$ cat config.mk
export PLATFORM = sky130hd
export DESIGN_NAME = cta_mac
export DESIGN_NICKNAME = d
export VERILOG_FILES = /design/src/cta_pkg.sv /design/src/cta_mac.sv
export SDC_FILE = /design/constraint.sdc
export NUM_CORES = 1
export LEC_CHECK = 0
export BUFFER_PORTS_ARGS = -buffer_cell sky130_fd_sc_hd__buf_2
export CELL_PAD_IN_SITES_DETAIL_PLACEMENT = 1
export CELL_PAD_IN_SITES_GLOBAL_PLACEMENT = 1
export CORE_MARGIN = 1
export CORE_UTILIZATION = 40
export CTS_BUF_LIST = sky130_fd_sc_hd__clkbuf_8
export DETAILED_ROUTE_END_ITERATION = 16
export PLACE_DENSITY_LB_ADDON = 0.1
export SLEW_MARGIN = 40
export SYNTH_ARGS = -nofsm -noshare
export SYNTH_HDL_FRONTEND = slang
export SYNTH_SLANG_ARGS = --single-unit
export TNS_END_PERCENT = 10
$ cat constraint.sdc
create_clock -name clk_i -period 10.7 [get_ports clk_i]
set_input_delay 0 -clock clk_i [delete_from_list [all_inputs] [get_ports clk_i]]
set_output_delay 0 -clock clk_i [all_outputs]
set_load 0.05 [all_outputs]
$ cat src/cta_pkg.sv
package cta_pkg;

  // Request operations
  typedef enum logic [2:0] {
    MODE_LD_WEIGHT = 3'd0,
    MODE_LD_INPUT  = 3'd1,
    MODE_LD_OUTPUT = 3'd2,
    MODE_RUN       = 3'd3,
    MODE_READ      = 3'd4
  } mode_e;

  typedef enum logic [1:0] {
    ST_OK    = 2'd0,
    ST_RANGE = 2'd1,
    ST_CHAN  = 2'd2
  } status_e;

  // Configuration register indexes
  typedef enum logic [2:0] {
    REG_INPUT_SIZE  = 3'd0,
    REG_INPUT_DEPTH = 3'd1,
    REG_ROW_START   = 3'd2,
    REG_ROW_END     = 3'd3,
    REG_COL_START   = 3'd4,
    REG_COL_END     = 3'd5,
    REG_OC_START    = 3'd6,
    REG_OC_END      = 3'd7
  } reg_idx_e;

  localparam int KSIZE = 3;
  // width of internal store index arithmetic
  localparam int IDX_W = 20;

  localparam logic [4:0] RST_INPUT_SIZE  = 5'd16;
  localparam logic [3:0] RST_INPUT_DEPTH = 4'd8;
  localparam logic [4:0] RST_ROW_START   = 5'd0;
  localparam logic [4:0] RST_ROW_END     = 5'd16;
  localparam logic [4:0] RST_COL_START   = 5'd0;
  localparam logic [4:0] RST_COL_END     = 5'd16;
  localparam logic [3:0] RST_OC_START    = 4'd0;
  localparam logic [3:0] RST_OC_END      = 4'd8;

  typedef logic [2:0]  mode_t;
  typedef logic [10:0] index_t;
  typedef logic [3:0]  chan_t;
  typedef logic [1:0]  status_t;

  // MAC unit control
  typedef struct packed {
    logic load;
    logic mul;
    logic add;
  } mac_op_t;

endpackage

$ cat src/cta_mac.sv
module cta_mac (
  input  logic             clk_i,
  input  cta_pkg::mac_op_t op_i,
  input  logic [31:0]      a_i,
  input  logic [31:0]      b_i,
  input  logic [31:0]      load_i,
  output logic [31:0]      acc_o
);

  import cta_pkg::*;

  logic [31:0] prod_q;
  logic [31:0] acc_q;

  // product registered before the wrap-around add
  always_ff @(posedge clk_i) begin
    if (op_i.mul) begin
      prod_q <= a_i * b_i;
    end
    if (op_i.load) begin
      acc_q <= load_i;
    end else if (op_i.add) begin
      acc_q <= acc_q + prod_q;
    end
  end

  assign acc_o = acc_q;

endmodule

==> flow_summary.yaml, run 1 <==
floorplanning:
  io_pins: 132
  dieArea_mm2: 0.0501
  core_mm2: 0.0481
  fp.dieH_um: 224
  die_w_um: 224
  rows: 80
  start_util_pct: 40.9
synthesis:
  synthesis.area_mm2: 0.0197
  synthFlopType: "edfxtp_1"
  syn_inst: 2112
  yosys_warnings: 0
  synth_cell_type_count: 71
  ys_seq_area_share_pct: 9.76
  synth_nets: 2775
  synth-edff-count: 64
  ys_ff_latch: 64
  synthArstFlopShare_pct: 0
  synth.avg_cell_area_um2: 9.33
sta:
  rsz0062_at_grt: "no"
  fmaxAchievable_ghz: 0.150
  relSlewSlack_pct: 44.3
  skew_ns: 0.0161
  final-hold-violation-count: 0
  drv_slew: 0
  timing.final.crit_share_pct: 62.2
  worstMarginPinSlew_ns: 0.836
  fin_setup_tns_ns: 0
  finalCriticalPeriod_ns: 6.66
  setup_viol: 0
cts:
  cts-resized-gates: 0
  htreeDepth: 3
  clk_pin_slew_ns: 0.08
  cts_max_path_buffers: 2
  cts_setup_buffers: 0
  clk_latency_ns: 0.37
  numCtsBuffers: 9
  clock_sinks: 64
  cts_tree: "done"
  root_buffer: "clkbuf_8"
final_layout:
  fillerInstances: 5594
  final_common_cell: "inv_1"
  nets: 2855
  synthToLayoutAreaGrowth_pct: 8.33
  stdcell_count: 2853
  final_cell_mix: "inv_1, fa_1, nand2_1"
  drive_gt1_share_pct: 8.06
  diodes: 0
  area.sequential_mm2: 0.00192
  multi_input_area_mm2: 0.0158
place:
  gp_congestion: 0.842
  portBuffers: 131
  place_inst: 2807
  hpwl_um: 46900
drt:
  viasPerCell: 5.00
  vias: 14300
  antenna_left: 0
  drtIter0Drc: 543
  wl_per_cell_um: 19.9
  drc: 0
  firstDrtPassIters: 5
  routed_wl_um: 56700
critical_path:
  worstPathCellList: "buf_2, nand2_1, fa_1, fa_1, fa_1, fa_1, inv_1, fa_1, inv_1, fa_1, fa_1, fa_1, inv_1, ha_1, a21oi_1, o21bai_1, a221oi_2, nor2_1, or4_1, o31ai_4, o211ai_1"
  criticalPathCategory: "in -> reg"
  cp-end-kind: "flip-flop"
  path_buf_inv: 4
  max_stage_delay_ns: 0.58
  critical_path_required_ns: 10.80
  startpoint_type: "input pin"
  critPathTopFamily: "adder cells"
  path_common_cell: "fa_1"
  cp.arrival_ns: 6.76
  cpMaxStageDelayCell: "fa_1"
  path_max_fanout: 30
grt:
  grt_pass1_vias: 16400
  grt_usage_pct: 23.7
  grt_pass1_wl_um: 91300
  antenna_found_initial: 0
  overflow: 0
  grt_max_degree: 75
worst_hold_path:
  hold_class: "in -> reg"
status:
  outcome: "completed"
job:
  maxCapViolCount: 0
flip-flops by register name, indices dropped and copies added, names as in the netlist:
register  cells
acc_o        32
prod_q       32
repair_timing:
action                                  4_1_cts  5_1_grt
endpoints found under the setup margin        0        0
hold buffers                                 30        0
endpoints found under the hold margin        30        0
cells in the mapped netlist, drive strengths merged (10+ instances only):
cell	n	area, um^2
nand3	10	55.1
fa	409	8190
clkbuf	86	333
nor3	10	50.1
a21o	20	150
o21ai	44	228
nor2	33	124
nand2	309	1160
inv	411	1540
xnor2	77	674
ha	154	1930
o21a	14	113
and2	271	1700
o21bai	10	86.3
o211ai	10	80.1
o31ai	12	119
edfxtp	64	1920
a21oi	49	249
xor2	27	236
logic make-up after synthesis:
kind of cell	count (synthesis)	synth area share [%]
xor gates and xnor gates	104	4.62
DFF	64	9.76
and+or+nand+nor	676	17.3
buffers and inverters	506	9.80
adders and majority gates	563	51.3
muxes	5	0.267
AOI/OAI and AO/OA	194	6.90
worst reg2reg max path, cell delays in order (launching register included):
cell and delay (ns):
edfxtp_1 0.38, ha_1 0.20, inv_1 0.07, fa_1 0.40, nor2b_1 0.16, o31a_2 0.19, o21ba_1 0.28, a31oi_4 0.20
o21bai_4 0.24, a21oi_1 0.11, or4_1 0.41, nand3_1 0.09
layout make-up:
| cell class | instances | area share [%] |
|---|---|---|
| multi-input combinational | 1542 | 74.3 |
| clock buffer | 9 | 0.580 |
| sequential | 64 | 9.01 |
| clock inverter | 7 | 0.487 |
| inverter | 411 | 7.23 |
| timing repair buffer | 164 | 4.59 |
| tap | 656 | 3.85 |
per-stage QoR:
stage	instance area [um^2]	hold WS, ns	worst slack, ns	utilization, %
2_1_floorplan	19700	0.112	4.08	-
3_3_place_gp	20800	0.281	3.78	43.2
3_5_place_dp	20800	0.284	3.63	43.2
4_1_cts	21300	0.0191	4.03	44.3
5_1_grt	21300	0.0580	3.72	44.3
6_report	21300	0.0450	4.04	44.3
path summary, 6_finish.rpt:
check                      start                    to  slack (ns)  depth (start not counted)
max                       b_i[2]  prod_q[30]$_DFFE_PP_        4.04                         21
min                   load_i[25]   acc_o[25]$_DFFE_PP_        0.04                          4
max reg2reg   acc_o[0]$_DFFE_PP_   acc_o[24]$_DFFE_PP_        7.83                         11
min reg2reg  prod_q[0]$_DFFE_PP_    acc_o[0]$_DFFE_PP_        0.68                          2
routing by layer:
metal / global-route usage (%) / share of wire [%] / vias up
li1: - / - / 6563
met1: 30.6 / 44 / 7375
met2: 41.4 / 49 / 263
met3: 2.78 / 3.8 / 67
met4: 7.73 / 3.3 / 0
met5: 0 / 0 / -
Power of run 1 is left out: the tool's default activity adds up to more than one toggle a clock period on the data nets, which glitch-free logic cannot reach.
==> run 2: changes to the inputs <==
==> constraint.sdc (replaced) <==
create_clock -name clk_i -period 6.9 [get_ports clk_i]
set_input_delay 0 -clock clk_i [delete_from_list [all_inputs] [get_ports clk_i]]
set_output_delay 0 -clock clk_i [all_outputs]
set_load 0.05 [all_outputs]
==> flow_summary.yaml, run 2 (synthesis results as in run 1) <==
sta:
  drv_slew: 0
  fin_setup_tns_ns: 0
  rsz0062_at_grt: "no"
  timing.final.crit_share_pct: 94.1
  fmaxAchievable_ghz: 0.154
  finalCriticalPeriod_ns: 6.49
  worstMarginPinSlew_ns: 0.723
  skew_ns: 0.0103
  relSlewSlack_pct: 51.8
  final-hold-violation-count: 0
  setup_viol: 0
drt:
  firstDrtPassIters: 4
  antenna_left: 0
  drtIter0Drc: 495
  routed_wl_um: 58400
  viasPerCell: 5.02
  vias: 14600
  wl_per_cell_um: 20.1
  drc: 0
floorplanning:
  io_pins: 132
  start_util_pct: 40.9
  core_mm2: 0.0481
  rows: 80
  die_w_um: 224
  dieArea_mm2: 0.0501
  fp.dieH_um: 224
place:
  gp_congestion: 0.857
  hpwl_um: 49900
  portBuffers: 131
grt:
  grt_pass1_vias: 16700
  grt_usage_pct: 24.5
  antenna_found_initial: 1
  grt_pass1_wl_um: 93800
  grt_max_degree: 75
  overflow: 0
critical_path:
  rrSetupSlack_ns: 3.94
  cp-end-kind: "flip-flop"
  crit_end: "prod_q[30]$_DFFE_PP_"
  r2r_cells: 11
  path_max_fanout: 24
  worstReg2RegStart: "acc_o[0]$_DFFE_PP_"
  crit_start: "b_i[8]"
  critical_path_required_ns: 7.00
  cp.arrival_ns: 6.59
  r2r-end: "acc_o[24]$_DFFE_PP_"
  criticalPathCategory: "in -> reg"
  startpoint_type: "input pin"
final_layout:
  final_cell_mix: "inv_1, fa_1, nand2_1"
  drive_gt1_share_pct: 9.98
  fillerInstances: 5593
  final_common_cell: "inv_1"
  nets: 2903
  synthToLayoutAreaGrowth_pct: 10.3
  diodes: 0
cts:
  cts-resized-gates: 0
  cts_max_path_buffers: 2
  root_buffer: "clkbuf_8"
  hold_buffers: 31
  clk_latency_ns: 0.38
  cts_setup_buffers: 0
  clock_sinks: 64
  htreeDepth: 3
  numCtsBuffers: 9
  clk_pin_slew_ns: 0.07
  cts_tree: "done"
worst_hold_path:
  hp-start: "load_i[31]"
  hold_class: "in -> reg"
job:
  maxCapViolCount: 0
status:
  outcome: "completed"
==> run 2: area by class of cell <==
class	count	area [um^2]	area share (%)
Multi-Input combinational cell	1542	15800	73.0
Inverter	411	1540	7.10
Sequential cell	64	1920	8.85
Clock buffer	9	124	0.570
Clock inverter	7	96.3	0.444
Timing Repair Buffer	212	1370	6.29
Tap cell	656	821	3.78
==> run 2: how the worst min path moves through the flow <==
| stage | end | cells after the start |
|---|---|---|
| finish | acc_o[31]$_DFFE_PP_ | 3 |
| global route | acc_o[31]$_DFFE_PP_ | 3 |
| CTS | acc_o[31]$_DFFE_PP_ | 3 |
| detailed placement | acc_o[12]$_DFFE_PP_ | 3 |
| global placement | acc_o[4]$_DFFE_PP_ | 2 |
| floorplan | prod_q[0]$_DFFE_PP_ | 0 |
==> run 2: per-stage QoR <==
| stage | cell area, um^2 | worst slack [ns] | hold slack, ns | std cells | util, % |
|---|---|---|---|---|---|
| after floorplan | 19700 | 0.283 | 0.112 | 2112 | - |
| after global placement | 21200 | 0.167 | 0.281 | 2854 | 44.0 |
| after detailed placement | 21200 | 0.0352 | 0.284 | 2854 | 44.0 |
| after CTS | 21700 | 0.468 | 0.0358 | 2901 | 45.1 |
| after global routing | 21700 | 0.193 | 0.0667 | 2901 | 45.1 |
| final | 21700 | 0.410 | 0.0833 | 2901 | 45.1 |
==> run 2: metal layers <==
metal / up-vias / global-route usage [%] / wire length (um)
met4: 0 / 6.92 / 1620
met5: - / 0 / 0
met3: 57 / 1.38 / 1370
met1: 7602 / 33.5 / 27400
met2: 230 / 42.2 / 28000
li1: 6667 / - / -
==> run 2: worst max-delay path, stage by stage <==
cell,delay [ns]
buf_2,0.39
nand2_1,0.15
fa_1,0.55
inv_1,0.05
fa_1,0.41
inv_1,0.08
fa_1,0.42
fa_1,0.52
inv_1,0.06
fa_1,0.50
inv_1,0.05
fa_1,0.55
fa_1,0.44
fa_1,0.49
inv_1,0.04
ha_1,0.31
a21oi_1,0.18
o21bai_1,0.10
a221oi_2,0.30
nor2_1,0.07
or4_1,0.52
o31ai_4,0.25
o211ai_1,0.14
Power of run 2 is left out for the same reason.
==> run 3: changes to the inputs <==
--- a/config.mk
+++ b/config.mk
@@ -10,7 +10,7 @@
 export CELL_PAD_IN_SITES_GLOBAL_PLACEMENT = 1
 export CORE_MARGIN = 1
 export CORE_UTILIZATION = 40
-export CTS_BUF_LIST = sky130_fd_sc_hd__clkbuf_8
+export CTS_BUF_LIST = sky130_fd_sc_hd__clkbuf_2
 export DETAILED_ROUTE_END_ITERATION = 16
 export PLACE_DENSITY_LB_ADDON = 0.1
 export SLEW_MARGIN = 40
==> flow_summary.yaml, run 3 (synthesis results as in run 1) <==
cts:
  htreeDepth: 3
  hold_buffers: 33
  numCtsBuffers: 9
  cts_max_path_buffers: 2
  cts_tree: "done"
  clk_pin_slew_ns: 0.20
  clock_sinks: 64
  clk_latency_ns: 0.60
  cts_setup_buffers: 0
  root_buffer: "clkbuf_2"
  cts-resized-gates: 0
worst_hold_path:
  hold_class: "in -> reg"
  hp-start: "op_i[0]"
  holdPathStages: 2
  min_to: "acc_o[15]$_DFFE_PP_"
critical_path:
  cpMaxStageDelayCell: "fa_1"
  cp.arrival_ns: 6.58
  path_common_cell: "fa_1"
  cp-end-kind: "flip-flop"
  critical_path_required_ns: 7.25
  rrSetupSlack_ns: 3.93
  worstPathCellList: "buf_2, nand2_1, fa_1, inv_1, fa_1, inv_1, fa_1, fa_1, inv_1, fa_1, inv_1, fa_1, fa_1, fa_1, inv_1, ha_1, a21oi_1, o21bai_1, a221oi_2, nor2_1, or4_1, o31ai_4, o211ai_1"
  r2r-end: "acc_o[24]$_DFFE_PP_"
  path_max_fanout: 24
  max_stage_delay_ns: 0.55
  criticalPathCategory: "in -> reg"
  r2r_cells: 11
  worstReg2RegStart: "acc_o[0]$_DFFE_PP_"
  startpoint_type: "input pin"
drt:
  antenna_left: 0
  viasPerCell: 5.01
  wl_per_cell_um: 20.1
  routed_wl_um: 58400
  vias: 14600
  drtIter0Drc: 502
  firstDrtPassIters: 4
  drc: 0
sta:
  fin_setup_tns_ns: 0
  drv_slew: 0
  skew_ns: 0.0182
  timing.final.crit_share_pct: 90.3
  final.setup.worst_slack_ns: 0.668
  fmaxAchievable_ghz: 0.160
  relSlewSlack_pct: 51.3
  worstMarginPinSlew_ns: 0.730
  setup_viol: 0
  rsz0062_at_grt: "no"
  finalCriticalPeriod_ns: 6.23
  final-hold-violation-count: 0
final_layout:
  synthToLayoutAreaGrowth_pct: 9.98
  nets: 2905
  final_cell_mix: "inv_1, fa_1, nand2_1"
  stdcell_count: 2904
  final_common_cell: "inv_1"
  drive_gt1_share_pct: 9.97
place:
  portBuffers: 131
  hpwl_um: 49900
  place_inst: 2854
  gp_congestion: 0.857
  pre_cts_slack_ns: 0.0352
grt:
  use_met1_pct: 33.5
  use_met2_pct: 42.1
  grt_max_degree: 75
  grt_util_met3_pct: 1.39
  grt_pass1_wl_um: 93800
  grt_usage_pct: 24.5
  antenna_found_initial: 2
  busiest_layer: "met2"
  grt_pass1_vias: 16700
  overflow: 0
floorplanning:
  dieArea_mm2: 0.0501
  rows: 80
  core_mm2: 0.0481
  io_pins: 132
  start_util_pct: 40.9
  fp.dieH_um: 224
  die_w_um: 224
job:
  maxCapViolCount: 0
status:
  outcome: "completed"
run 3: cell types whose count changed in the layout (fill, tap and decap cells not counted):
cell           change
diode_2            +1
clkbuf_8           -9
dlygate4sd3_1      +2
clkbuf_2           +9
run 3: per-stage QoR:
| step | instance area (um^2) | utilization [%] | hold slack [ns] |
|---|---|---|---|
| 2_1_floorplan | 19700 | - | 0.112 |
| 3_3_place_gp | 21200 | 44.0 | 0.281 |
| 3_5_place_dp | 21200 | 44.0 | 0.284 |
| 4_1_cts | 21700 | 45.0 | 0.0838 |
| 5_1_grt | 21700 | 45.0 | 0.0915 |
| 6_report | 21700 | 45.0 | 0.121 |
run 3: routing by layer:
layer	share of wire (%)	routed length, um
met5	0	0
met4	2.8	1650
met3	2.5	1460
met2	48	28000
met1	47	27400
run 3: layout make-up:
type                       instances  area [um^2]
multi-input combinational       1542        15800
sequential                        64         1920
fill                            5601        26500
timing repair buffer             214         1390
antenna                            1         2.50
clock buffer                       9         45.0
tap                              656          821
inverter                         411         1540
clock inverter                     7         96.3
run 3: how the worst max path moves through the flow:
stage            start                   end  slack [ns]  cells after the start
2_1_floorplan  a_i[12]  prod_q[30]$_DFFE_PP_        0.28                     23
6_report        b_i[8]  prod_q[30]$_DFFE_PP_        0.67                     23
4_1_cts         b_i[8]  prod_q[30]$_DFFE_PP_        0.76                     23
5_1_grt         b_i[8]  prod_q[30]$_DFFE_PP_        0.48                     24
3_3_place_gp    b_i[8]  prod_q[30]$_DFFE_PP_        0.17                     22
3_5_place_dp    b_i[8]  prod_q[30]$_DFFE_PP_        0.04                     23
run 3: worst max-delay path, delay by kind of cell:
kind	cells	cell delay, ns
AO/OA/AOI/OAI	5	0.98
buffers and inverters	6	0.67
AND/OR/NAND/NOR	3	0.74
adder cells (fa/ha/maj)	9	4.18
Power of run 3 is left out for the same reason.
